### src/fsg_pkg.sv
`timescale 1ns / 1ps
// Package for the falling sand grid stepper: cell and command codes,
// register indexes, controller state type and the controller-to-datapath struct.
// No dependencies.
package fsg_pkg;

    typedef logic [1:0] cell_t;

    localparam cell_t CELL_AIR  = 2'd0;
    localparam cell_t CELL_SNOW = 2'd1;
    localparam cell_t CELL_WALL = 2'd2;
    localparam cell_t CELL_SAND = 2'd3;

    typedef logic [1:0] cmd_t;

    localparam cmd_t CMD_WRITE = 2'd0;
    localparam cmd_t CMD_READ  = 2'd1;
    localparam cmd_t CMD_STEP  = 2'd2;

    localparam logic REG_WIDTH  = 1'b0;
    localparam logic REG_HEIGHT = 1'b1;

    localparam int CFG_DATA_W = 7;

    typedef enum logic [2:0] {
        ST_CLEAR,
        ST_IDLE,
        ST_RESP,
        ST_SCAN,
        ST_DRAIN
    } state_t;

    typedef struct packed {
        logic clr_wr;      // clearing pass writes air at the counter address
        logic acc;         // a command item is accepted this cycle
        logic scan_issue;  // scan reads the cell one up and left of the counter position
    } dp_ctl_t;

endpackage

### src/fsg_ctrl.sv
`timescale 1ns / 1ps
// Controller of the falling sand grid stepper: command state machine and the
// row and column scan counters. Depends on fsg_pkg.
module fsg_ctrl #(
    parameter int MAX_WIDTH  = 64,
    parameter int MAX_HEIGHT = 64,
    parameter int CW = $clog2(MAX_WIDTH + 1),
    parameter int RW = $clog2(MAX_HEIGHT + 1)
) (
    input  logic             clk,
    input  logic             rst_n,
    input  logic             start,
    input  logic [1:0]       cmd,
    output logic             busy,
    output logic             done,
    output fsg_pkg::dp_ctl_t ctl,
    output logic [CW-1:0]    cnt_c,
    output logic [RW-1:0]    cnt_r
);

    fsg_pkg::state_t state_reg, state_next;
    logic [CW-1:0]   cnt_c_reg, cnt_c_next;
    logic [RW-1:0]   cnt_r_reg, cnt_r_next;

    always_ff @(posedge clk or negedge rst_n)
    begin
        if (!rst_n)
        begin
            state_reg <= fsg_pkg::ST_CLEAR;
            cnt_c_reg <= CW'(MAX_WIDTH - 1);
            cnt_r_reg <= RW'(MAX_HEIGHT - 1);
        end
        else
        begin
            state_reg <= state_next;
            cnt_c_reg <= cnt_c_next;
            cnt_r_reg <= cnt_r_next;
        end
    end

    always_comb
    begin
        state_next = state_reg;
        cnt_c_next = cnt_c_reg;
        cnt_r_next = cnt_r_reg;
        busy       = 1'b1;
        done       = 1'b0;
        ctl        = '0;
        case (state_reg)
            fsg_pkg::ST_CLEAR:
            begin
                ctl.clr_wr = 1'b1;
                if (cnt_c_reg == '0)
                begin
                    if (cnt_r_reg == '0)
                    begin
                        state_next = fsg_pkg::ST_IDLE;
                    end
                    else
                    begin
                        cnt_r_next = cnt_r_reg - 1'b1;
                        cnt_c_next = CW'(MAX_WIDTH - 1);
                    end
                end
                else
                begin
                    cnt_c_next = cnt_c_reg - 1'b1;
                end
            end
            fsg_pkg::ST_IDLE:
            begin
                busy = 1'b0;
                if (start)
                begin
                    ctl.acc = 1'b1;
                    if (cmd == fsg_pkg::CMD_STEP)
                    begin
                        cnt_r_next = RW'(MAX_HEIGHT);
                        cnt_c_next = CW'(MAX_WIDTH);
                        state_next = fsg_pkg::ST_SCAN;
                    end
                    else
                    begin
                        state_next = fsg_pkg::ST_RESP;
                    end
                end
            end
            fsg_pkg::ST_RESP:
            begin
                done       = 1'b1;
                state_next = fsg_pkg::ST_IDLE;
            end
            fsg_pkg::ST_SCAN:
            begin
                ctl.scan_issue = 1'b1;
                if (cnt_c_reg == '0)
                begin
                    if (cnt_r_reg == '0)
                    begin
                        state_next = fsg_pkg::ST_DRAIN;
                    end
                    else
                    begin
                        cnt_r_next = cnt_r_reg - 1'b1;
                        cnt_c_next = CW'(MAX_WIDTH);
                    end
                end
                else
                begin
                    cnt_c_next = cnt_c_reg - 1'b1;
                end
            end
            fsg_pkg::ST_DRAIN:
            begin
                done       = 1'b1;
                state_next = fsg_pkg::ST_IDLE;
            end
            default:
            begin
                state_next = fsg_pkg::ST_IDLE;
            end
        endcase
    end

    assign cnt_c = cnt_c_reg;
    assign cnt_r = cnt_r_reg;

endmodule

### config.mk
export PLATFORM = sky130hd
export DESIGN_NAME = fsg_ctrl
export DESIGN_NICKNAME = d
export VERILOG_FILES = /design/src/fsg_pkg.sv /design/src/fsg_ctrl.sv
export SDC_FILE = /design/constraint.sdc
export NUM_CORES = 1
export LEC_CHECK = 0
export ABC_AREA = 1
export BUFFER_PORTS_ARGS = -buffer_cell sky130_fd_sc_hd__buf_4
export CORE_ASPECT_RATIO = 0.6
export CORE_MARGIN = 2
export CORE_UTILIZATION = 33
export CTS_CLUSTER_SIZE = 40
export DETAILED_ROUTE_END_ITERATION = 10
export GPL_TIMING_DRIVEN = 0
export PLACE_DENSITY_LB_ADDON = 0.15
export SLEW_MARGIN = 40
export SYNTH_ARGS = -nofsm -noshare
export SYNTH_HDL_FRONTEND = slang
export SYNTH_SLANG_ARGS = --single-unit
### constraint.sdc
create_clock -name clk -period 1.79 [get_ports clk]
set_input_delay 0 -clock clk [delete_from_list [all_inputs] [get_ports clk]]
set_output_delay 0 -clock clk [all_outputs]
set_load 0.1 [all_outputs]
## Yosys cells after proc, flatten, opt, wreduce, memory -nomap -nowiden

Cells that the tools add are included.

- Add/subtract/negate cells: 2
- Mux-type cells: 23
- Reduce and logical (&&, ||, !) cells: 10
- Equal/unequal tests: 15

Operator list:

| cell | count |
|---|---|
| 7-bit 2-to-1 mux | 8 |
| 7-bit case mux with 3 select lines | 1 |
| 3-bit 2-to-1 mux | 5 |
| 5-bit AND reduction | 3 |
| 7-bit logical NOT | 2 |
| 2-bit != test (second input constant) | 7 |
| 7-bit case mux with 2 select lines | 1 |
| 7-bit by 1-bit subtractor with 7-bit output (second input constant) | 2 |
| 3-bit case mux with 3 select lines | 1 |
| 1-bit 2-to-1 mux | 7 |
| 3-bit by 2-bit == test with 1-bit output (second input constant) | 2 |
| 3-bit != test (second input constant) | 2 |
| 2-bit OR reduction | 2 |
| 3-bit by 1-bit == test with 1-bit output (second input constant) | 1 |
| 3-bit == test (second input constant) | 1 |
| 3-bit logical NOT | 1 |
| 3-bit nonzero test | 1 |
| 2-bit == test (second input constant) | 1 |
| 2-bit by 1-bit != test with 1-bit output (second input constant) | 1 |
| 2-bit nonzero test | 1 |

- Bits in registers: 17
- Input port bits: 5
- Output and inout bits: 19

## Longest topological paths before layout

- Depth in word-level cells: 4
- Gate-level depth with buffers: 10
- Gate-level depth less buffers: 10

## Worst setup path after synthesis

OpenSTA, ideal clock, no wires.

- Kind: register -> output
- Start: reg state_reg[2]
- End: out ctl[1] (netlist bit)
- Cell stages (with the launch flop): 6
- Arrival time: 2558 ps
- Setup slack: -768 ps
- Path through: dfrtp_1 -> inv_1 -> nand2_1 -> nor2_1 -> inv_1 -> nor2_1

RTL lines:

| item | line | RTL |
|---|---|---|
| from (decl) | fsg_ctrl.sv:21 | `fsg_pkg::state_t state_reg, state_next;` |
| from (signal assigned) | fsg_ctrl.sv:29 | `state_reg <= fsg_pkg::ST_CLEAR;` |
| from (signal assigned) | fsg_ctrl.sv:35 | `state_reg <= state_next;` |
| to (decl) | fsg_ctrl.sv:16 | `output fsg_pkg::dp_ctl_t ctl,` |

## Worst setup path after layout

- Start: reg cnt_r_reg[0], in the netlist cnt_r[0]
- End: reg cnt_r_reg[6], in the netlist cnt_r[6]

- Cells in the longest elaborated chain, start to end: 4

RTL lines:

| item | line | RTL |
|---|---|---|
| from (decl) | fsg_ctrl.sv:23 | `logic [RW-1:0] cnt_r_reg, cnt_r_next;` |
| from (signal assigned) | fsg_ctrl.sv:31 | `cnt_r_reg <= RW'(MAX_HEIGHT - 1);` |
| from (signal assigned) | fsg_ctrl.sv:37 | `cnt_r_reg <= cnt_r_next;` |
| 7-bit by 1-bit subtractor with 7-bit output | fsg_ctrl.sv:61, fsg_ctrl.sv:104 |  |
| 7-bit 2-to-1 mux | fsg_ctrl.sv:55, fsg_ctrl.sv:98 |  |
| 7-bit 2-to-1 mux | fsg_ctrl.sv:96 | `if (cnt_c_reg == '0)` |
| 7-bit case mux with 2 select lines | fsg_ctrl.sv:49 | `case (state_reg)` |

Parallel ways exist; a longest one is shown, timed or not. The select of a mux whose other input is x is not followed.
A chain may end at the register's enable or synchronous reset.

==> qor.csv <==
metric,value,unit
status,completed,
Syn-to-layout area delta,28.5,%
CTS H-tree depth,1,
Synth Instances,158,
worst slew pin tran,0.274,ns
Final Worst Setup Slack,0.139,ns
Synth Warn #,0,
die area,4060,um^2
Post-synth top flop,dfstp_2,
"Max FO, Critical Path",10,
number of synthesized flops with an enable pin,0,
Setup Buffers After CTS,0,
io pins,24,
RSZ-0062 raised after global routing,no,
worst skew pair latency,0.25,ns
top-count cell post-synth,nand2_1,
Initial DRT Pass Iterations,4,
clk sinks,17,
final hold violations,0,
via count,1030,
gr usage total,13.3,%
"flops & latches, synth",17,
initial antenna violation count,0,
Relative slew margins,81.7,%
Longest Clk Path Bufs,2,
Final Wtd Congestion,0.799,
Final #Nets,196,
core footprint,3320,um^2
DP Cell Count,226,
Final min period,1.65,ns
mean post-synth cell area,7.42,um^2
WP data required,1.94,ns
vias per cell,4.46,
num rows,16,
largest area contributor in the netlist,dfstp_2,
CP Launch Type,register,
Antenna Nets Post-Route,0,
Synth top area share,26.9,%
mux cell area share after synthesis,0,%
CP arrival,1.80,ns
Worst Skew,0.00225,ns
Clock Tree Root,clkbuf_8,
Slew Limit Fails,0,
Final HPWL DP,1940,um
first-pass GRT wire length,4100,um
Max Cap Viol,0,
total grt overflow,0,
"non-filler cells, final",231,
Post-synth top cells,"nand2_1, nor2_1, inv_1",
Synth Net Count,167,
largest family of logic cells by synthesized area,simple AND/OR/NAND/NOR gates,
HP Class,input port to register,
Final setup viols,0,
synthesized area,1170,um^2
Post-Synth Simple-Gate Area,34.7,%
final wirelength,2560,um
worst slack at placement,0.110,ns
DRC,0,
adder-cell share of the synthesized area,4.27,%
Port Buffers,23,
Worst-path clk slew,0.07,ns
DRT iter0 DRCs,67,
top post-synthesis cells by area,"dfstp_2, nand2_1, dfrtp_1",
Fmax,606,MHz
fraction of layout cells with a size suffix above 1,38.7,%
Wirelength per Cell,11.1,um
CTS tree,built,
register area share after synthesis,37.6,%
Fin Setup TNS,0,ns
Initial Utilization,35.3,%
synth unique cells,23,
die span in x,81.0,um
post-synthesis compound-gate area fraction,12.4,%
Num CTS Buffers,3,
n_diodes,0,
crit share post-route,92.2,%
CP Class,register to register,
XOR/XNOR Fraction of Synth Area,3.74,%
ys async rst share,100,%
pin count of the biggest net entering global routing,18,
Crit. End Element,register,
die height,50.2,um
vias in the first global route,870,
-- cell usage in the layout, fill, tap and decap left out, types with 3 or more instances in the layout --
cell type  count
a21oi_1        4
buf_4         24
clkbuf_8       3
dfrtp_1        4
dfstp_2        8
dfstp_4        4
ha_1           3
inv_1         15
nand2_1       40
nand2_2        7
nand3_1        5
nor2_1        23
nor2_2         3
nor2_4         3
o21ai_0        8
o21ai_1        3
o21ai_2        6
xor2_1         3
-- cell families after synthesis --
family / Yosys count
AND/OR/NAND/NOR: 89
AO/OA/AOI/OAI: 23
buffers and inverters: 20
flip-flops: 17
XOR/XNOR: 5
adder cells (fa/ha/maj): 4
-- routing by layer --
layer  track usage (%)  share of wire, %
met5                 0                 0
met4              3.11                 0
met3              4.86               4.5
met2              16.4                39
met1              21.2                56
-- timing repair --
action / CTS / global route
endpoints found under the setup margin: 0 / 6
gates resized for setup: 0 / 6
endpoints found under the hold margin: 17 / 0
hold buffers: 1 / 0
-- cell type report --
| cell class | count | area, um^2 |
|---|---|---|
| repair buffers | 24 | 183 |
| inverters | 18 | 70.1 |
| plain buffers | 2 | 18.8 |
| clock buffers | 3 | 41.3 |
| multi-input cells | 121 | 676 |
| clock inverters | 1 | 5.00 |
| well taps | 45 | 56.3 |
| flip-flops and latches | 17 | 457 |
| fillers | 344 | 1820 |
-- through the flow --
stage	hold WS (ns)	utilization [%]	cell area (um^2)
3_5_place_dp	-0.118	43.1	1430
2_1_floorplan	-0.296	-	1200
4_1_cts	0.0822	44.8	1490
6_report	0.0858	45.3	1510
5_1_grt	0.0877	45.3	1510
3_3_place_gp	-0.115	43.1	1430
-- worst max-delay path: stages, from the launching register on --
cell and delay (ns):
dfstp_4 0.64, inv_2 0.05, ha_1 0.18, nand2_1 0.08, nor2_2 0.06, o21ai_2 0.15
nand2_2 0.11, buf_6 0.17, nand2_2 0.06, o21ai_2 0.05
-- path summary, 6_finish.rpt --
kind	slack [ns]	startpoint	end	cells past startpoint
min in group asynchronous	0.15	rst_n	state_reg[0]	2
min	0.09	start	state_reg[1]	3
max reg2reg	0.14	cnt_r[0]	cnt_r[6]	9
min reg2reg	0.50	cnt_r[4]	cnt_r[4]	2
max	0.14	cnt_r[0]	cnt_r[6]	9
max in group asynchronous	1.37	rst_n	cnt_c[4]	2
Power is not shown: default switching activity piles up to over one toggle a cycle in this logic, so the estimate is an artifact.
